**src/ordered_set_engine_macros.svh**
```systemverilog
// -----------------------------------------------------------------------------
// ordered_set_engine_macros.svh
// Assertion helpers shared by the ordered set engine RTL.
// -----------------------------------------------------------------------------
`ifndef ORDERED_SET_ENGINE_MACROS_SVH
`define ORDERED_SET_ENGINE_MACROS_SVH

// Same-cycle implication, disabled while reset is low.
`define OSE_ASSERT_IMPL(label, clk, rst_n, ante, cons) \
    label: assert property (@(posedge clk) disable iff (!(rst_n)) (ante) |-> (cons)) \
        else $error("ordered set engine: same-cycle check failed");

// Next-cycle implication, disabled while reset is low.
`define OSE_ASSERT_NEXT(label, clk, rst_n, ante, cons) \
    label: assert property (@(posedge clk) disable iff (!(rst_n)) (ante) |=> (cons)) \
        else $error("ordered set engine: next-cycle check failed");

`endif

```
**src/ose_pkg.sv**
```systemverilog
// -----------------------------------------------------------------------------
// ose_pkg
// Types, sizes and request codes for the ordered set engine.
// -----------------------------------------------------------------------------
`default_nettype none

package ose_pkg;

    // Table size and field widths
    localparam int CAPACITY  = 64;
    localparam int KEY_W     = 64;
    localparam int REQ_W     = 3;

    // Neighbor select tree: groups of cells ORed in the first stage
    localparam int TREE_GRP  = 8;
    localparam int TREE_NGRP = (CAPACITY + TREE_GRP - 1) / TREE_GRP;

    // Request codes
    localparam logic [REQ_W-1:0] REQ_INSERT = 3'd0;
    localparam logic [REQ_W-1:0] REQ_DELETE = 3'd1;
    localparam logic [REQ_W-1:0] REQ_EXISTS = 3'd2;
    localparam logic [REQ_W-1:0] REQ_NEXT   = 3'd3;
    localparam logic [REQ_W-1:0] REQ_PREV   = 3'd4;

    typedef logic signed [KEY_W-1:0] t_key;

    // What one cell shows its neighbors
    typedef struct packed {
        t_key key;
        logic occ;   // cell holds a key
        logic gt;    // stored key > request key
        logic lt;    // stored key < request key
    } t_link;

    // Broadcast control to every cell
    typedef struct packed {
        logic cmp;   // capture compare flags
        logic ins;   // shift right and insert
        logic del;   // shift left over the matching cell
        logic nxt;   // offer the next-greater key
        logic prv;   // offer the previous-smaller key
    } t_cell_ctl;

    typedef enum logic [1:0] {
        S_IDLE,
        S_CMP,
        S_UPD,
        S_RED
    } t_state;

endpackage

`default_nettype wire

```
**src/ose_cell.sv**
```systemverilog
// -----------------------------------------------------------------------------
// ose_cell
// One slot of the sorted key row: compares, shifts with its neighbors.
// -----------------------------------------------------------------------------
`default_nettype none

module ose_cell import ose_pkg::*; (
    input  wire        i_clk,
    input  wire        i_rst_n,
    input  t_key       i_key,
    input  t_cell_ctl  i_ctl,
    input  t_link      i_left,
    input  t_link      i_right,
    output t_link      o_link,
    output logic       o_eq,
    output logic       o_pick
);

    t_key r_key;
    logic r_occ;
    logic r_gt;
    logic r_eq;

    logic w_lt;
    logic w_m;
    logic w_m_left;
    logic w_ge;

    // Position flags relative to the request key
    assign w_lt     = r_occ && !r_gt && !r_eq;
    assign w_m      = !r_occ || r_gt;           // at or past the insert point
    assign w_m_left = !i_left.occ || i_left.gt;
    assign w_ge     = r_gt || r_eq;             // at or past the delete point

    // Stored key: insert shifts right, delete shifts left
    always_ff @(posedge i_clk) begin
        if (i_ctl.ins && w_m) begin
            r_key <= w_m_left ? i_left.key : i_key;
        end else if (i_ctl.del && w_ge) begin
            r_key <= i_right.key;
        end
    end

    // Occupancy moves with the keys
    always_ff @(posedge i_clk) begin
        if (!i_rst_n) begin
            r_occ <= 1'b0;
        end else if (i_ctl.ins && w_m) begin
            r_occ <= r_occ || i_left.occ;
        end else if (i_ctl.del && w_ge) begin
            r_occ <= i_right.occ;
        end
    end

    // Compare flags against the broadcast key
    always_ff @(posedge i_clk) begin
        if (!i_rst_n) begin
            r_gt <= 1'b0;
            r_eq <= 1'b0;
        end else if (i_ctl.cmp) begin
            r_gt <= r_occ && (r_key > i_key);
            r_eq <= r_occ && (r_key == i_key);
        end
    end

    // First greater cell answers next, last smaller cell answers prev
    assign o_pick = (i_ctl.nxt && r_gt && !i_left.gt) ||
                    (i_ctl.prv && w_lt && !i_right.lt);

    assign o_eq        = r_eq;
    assign o_link.key  = r_key;
    assign o_link.occ  = r_occ;
    assign o_link.gt   = r_gt;
    assign o_link.lt   = w_lt;

endmodule

`default_nettype wire

```
**config.mk**
```make
export PLATFORM = sky130hd
export DESIGN_NAME = ose_cell
export DESIGN_NICKNAME = d
export VERILOG_FILES = /design/src/ordered_set_engine_macros.svh /design/src/ose_pkg.sv /design/src/ose_cell.sv
export SDC_FILE = /design/constraint.sdc
export NUM_CORES = 1
export LEC_CHECK = 0
export ABC_AREA = 0
export BUFFER_PORTS_ARGS = -buffer_cell sky130_fd_sc_hd__buf_4
export CAP_MARGIN = 25
export CORE_MARGIN = 5
export CORE_UTILIZATION = 40
export CTS_CLUSTER_SIZE = 30
export DETAILED_ROUTE_END_ITERATION = 16
export GPL_ROUTABILITY_DRIVEN = 1
export PLACE_DENSITY_LB_ADDON = 0.3
export SLEW_MARGIN = 20
export SYNTH_ARGS = -nofsm -noshare
export SYNTH_HDL_FRONTEND = slang
export SYNTH_SLANG_ARGS = --single-unit
```
**constraint.sdc**
```tcl
create_clock -name i_clk -period 8.9 [get_ports i_clk]
set_input_delay 1.78 -clock i_clk [delete_from_list [all_inputs] [get_ports i_clk]]
set_output_delay 1.78 -clock i_clk [all_outputs]
set_load 0.01 [all_outputs]
```
; ---- After elaboration in Yosys (flattened, before gate mapping)
; Cells that the tools add are included.
[word_totals]
word_cells = 33
register_bits = 67
[op_classes]
n_mux = 5
n_eq_ne = 1
n_lt_le_gt_ge = 1
reduce_logical = 22
[ops]
columns = cell, count
row1 = two-way mux 64 bit, 3
row2 = == test 64 bit, 1
row3 = greater-than comparator 64 bit, 1
row4 = logical AND 1 bit, 10
row5 = logical NOT 1 bit, 6
row6 = logical OR 1 bit, 5
row7 = two-way mux 1 bit, 2
row8 = nonzero test 2 bit, 1

; ---- Logic depth before layout (Yosys ltp)
[depth]
depth_word = 6
mapped_depth = 9
depth_no_buf = 9

; ---- Least setup slack after synthesis
; OpenSTA, ideal clock, no wires.
[synth_timing]
kind = input-to-reg
start = in i_ctl[3] (netlist bit)
end = reg r_occ
path_stages = 6
t_arrival_ns = 4.098
setup_time_ns = 0.073
required_time_ns = 8.827
path_slack_ns = 4.729
cell_sequence = o21ai_0 > clkbuf_1 > buf_2 > nand2_1 > o21ai_0 > a21oi_1
[synth_between]
elab_chain_len = 2
elab_cells_between_ends = 3
cone_classes = mux (1) / reduce/logical (2)
[synth_lines]
columns = item, line
row1 = from (decl), ose_cell.sv:11  ; input t_cell_ctl i_ctl,
row2 = logical AND 1 bit *, ose_cell.sv:48  ; end else if (i_ctl.ins && w_m) begin
row3 = two-way mux 1 bit / nonzero test 2 bit (equally long branches), --
row4 = to (signal assigned), ose_cell.sv:49  ; r_occ <= r_occ || i_left.occ;
row5 = to (signal assigned), ose_cell.sv:51  ; r_occ <= i_right.occ;
row6 = to (decl), ose_cell.sv:20  ; logic r_occ;
; Mark *: on every way between the ends. The rest lies on a longest branch, timed or not.
; A chain may end at the register's enable or synchronous reset.

; ---- Worst setup path after layout
[layout_timing]
start = in i_left[1] (netlist bit)
end = out o_pick
[layout_between]
elab_chain_len = 3
[layout_lines]
columns = item, line
row1 = from (decl), ose_cell.sv:12  ; input t_link i_left,
row2 = logical NOT 1 bit, ose_cell.sv:67  ; assign o_pick = (i_ctl.nxt && r_gt && !i_left.gt) ||
row3 = logical AND 1 bit, ose_cell.sv:67
row4 = logical OR 1 bit, ose_cell.sv:67
row5 = to (decl), ose_cell.sv:16  ; output logic o_pick
; Every way passes these cells.

==> results by group <==
Status
  – Status: finished, final reports clean

Critical path
  – Critical path capture point type: output pin
  – Critical Path Source: i_left[1]
  – Reg-to-reg endpoint: r_gt
  – Critical path launch point type: primary input
  – Worst Path Max Fanout: 2
  – Reg2Reg Setup Slack: 6540 ps
  – Most numerous cell on the critical path: buf_4
  – WP data arrival: 2260 ps
  – CP peak stage delay: 200 ps
  – Crit path kind: primary input to output pin
  – Critical Path RT: 7120 ps
  – Worst path slowest cell: a32o_1
  – Worst-path cell chain: buf_4 -> nor2b_1 -> a32o_1 -> buf_4
  – Reg2reg start: r_key[55]
  – Worst R2R Path Depth: 8

Die
  – I/O pin count: 274
  – Row cnt: 41
  – Core Footprint: 12,500 um^2
  – Die H: 122 um
  – Initial Util: 40.4%
  – Die width: 122 um
  – Die area: 14,900 um^2

Placement
  – Pre-CTS setup slack: 4870 ps
  – # port buffers: 271
  – Gpl congestion: 0.840
  – DPL Wire Length: 13.1 mm

Timing
  – Max Clk Rate: 0.248 GHz
  – Worst hold slack: 605 ps
  – Slew HR: 51.6%
  – RSZ-0062 raised after global routing: no
  – Measured slew at the worst slew-check pin: 724 ps
  – Final Skew: 5.55 ps
  – Tmin final: 4040 ps
  – Setup TNS: 0 ps
  – Final setup vio count: 0
  – Hold Fails Final Rpt: 0
  – Setup ws final: 4860 ps
  – Final worst path period share: 45.4%
  – Pins Over Slew Limit: 0

Clock network
  – H-tree Lvls: 3
  – CTS Buffer Depth: 2
  – # clock sinks: 67
  – Setup Buffers After CTS: 0
  – CTS hold repair buffers: 0
  – CTS tree: built
  – Post_cts resized: 0
  – Worst-skew pair later-pin latency: 330 ps
  – Clock transition at the registers of the reported paths: 50 ps
  – Cts bufs inserted: 9
  – Clock root buffer: clkbuf_16

Routing
  – Vias/cell: 4.98
  – Total number of vias: 4,864
  – Drt drc: 0
  – Wire length per cell: 16.3 um
  – Antenna-violating nets left: 0
  – Met1 WL: 5.69 mm
  – Final Routed Wirelength: 15.9 mm
  – WL met3: 1.48 mm
  – Max Used Layer: met4
  – Metal2 WL: 8.49 mm
  – Initial drt markers: 156
  – Drt pass-1 iters: 4

Logic synthesis
  – Avg Inst Size Synth: 9.40 um^2
  – Post-synthesis cell count: 536
  – Ys flop type: edfxtp_1
  – Top post-synthesis cells by area: edfxtp_1 (38%), ha_1 (16%), mux2i_1 (13%), o21ai_0 (7.4%), nand2_1 (6.0%)
  – Number of synthesized register bits: 67
  – Post-synth top area share: 38.1%
  – Number of library cell types mapped by synthesis: 38
  – Async S/R FF share, synth: 0%
  – Post-synth EDFFs: 64
  – Post-Synthesis Net Count: 805
  – Yosys top cell by area: edfxtp_1
  – Sequential share of the synthesized area: 39.3%
  – Post-Synthesis Cell Area: 5040 um^2
  – Synth Warn #: 0

Global route
  – Largest net degree at the start of global routing: 130
  – Via count of the first global-routing pass: 5,093
  – GR Util All Layers: 20.6%
  – First-pass GRT wire length: 24.3 mm
  – Antenna violations before repair: 0
  – Grt ovf: 0

Pwr
  – P_leak: 3.73 nW
  – Overall Power: 1.09 mW
  – PwrDens: 144 nW/um^2
  – Peak supply drop: 67.5 uV

Final layout
  – Share of cells above drive strength 1: 36.9%
  – Area growth from synthesis to layout: 50.2%
  – Final nets: 1,068
  – Core Util, Final: 60.7%
  – Commonest non-fill, non-tap cell in the layout: buf_4
  – Commonest cells after routing, fill and taps aside: buf_4 (274), nand2_1 (80), o21ai_0 (74)
  – Antenna diodes: 0

Min path
  – Worst min path class: flop to flop
  – Hold Path Sink: r_occ
  – Min-delay src: r_occ
  – Hold-critical path depth: 2

Flow run
  – MaxCap Viol Count: 0
## registers in the layout (all words and copies together) (netlist names)
signal,count
o_eq,1
r_key,64
r_occ,1
r_gt,1
## cells by family after synthesis
kind of cell / Yosys count / synth area share, %
adders and majority gates: 64 / 15.9
and+or+nand+nor: 126 / 11.4
AOI/OAI and AO/OA: 121 / 13.4
DFF: 67 / 39.3
muxes: 64 / 12.7
buffers and inverters: 94 / 7.30
## power by group
part           internal (mW)  leakage (nW)  switching (mW)
logic                  0.165          2.93           0.157
registers              0.392         0.647          0.0199
clock network          0.222         0.152           0.134
## cell usage after synthesis (3+ instances only)
| library cell | instances |
|---|---|
| mux2i_1 | 64 |
| ha_1 | 64 |
| nand2_1 | 81 |
| dfxtp_1 | 3 |
| nor3_1 | 4 |
| a21o_1 | 3 |
| buf_2 | 3 |
| buf_1 | 7 |
| nor2_1 | 3 |
| buf_4 | 3 |
| and4_1 | 3 |
| nor2b_1 | 4 |
| edfxtp_1 | 64 |
| o21a_1 | 3 |
| inv_1 | 70 |
| o21ai_0 | 75 |
| a221oi_1 | 3 |
| nand4_1 | 13 |
| nand3_1 | 10 |
| clkbuf_1 | 11 |
| a21oi_1 | 26 |
## worst max-delay path: cells and delay by family
family / cells / cell delay, ps
simple gates: 1 / 40
buf+inv: 2 / 240
compound gates: 1 / 200
## how the worst max path moves through the flow
| stage | to | slack (ps) | cells past startpoint |
|---|---|---|---|
| 3_5_place_dp | o_pick | 4870 | 4 |
| 2_1_floorplan | r_occ | 4730 | 6 |
| 5_1_grt | o_pick | 4840 | 4 |
| 3_3_place_gp | o_pick | 4870 | 4 |
| 4_1_cts | o_pick | 4860 | 4 |
| 6_report | o_pick | 4860 | 4 |
## through the flow
stage,cells,cell area [um^2]
after floorplan,536,5040
after global placement,958,7230
after detailed placement,958,7230
after CTS,974,7520
after global routing,976,7570
final,976,7570
## layer usage
metal / vias up / GRT usage (%)
li1: 2448 / -
met1: 2217 / 21.3
met2: 178 / 39.6
met3: 21 / 5.76
met4: 0 / 6.65
met5: - / 0
## layout make-up
| cell class | instances | area (um^2) |
|---|---|---|
| Clock buffer | 10 | 239 |
| Clock inverter | 6 | 55.1 |
| Fill cell | 1074 | 4900 |
| Inverter | 70 | 263 |
| Multi-Input combinational cell | 375 | 2710 |
| Sequential cell | 67 | 1980 |
| Tap cell | 172 | 215 |
| Timing Repair Buffer | 276 | 2100 |
(Power assumes the default switching activity.)
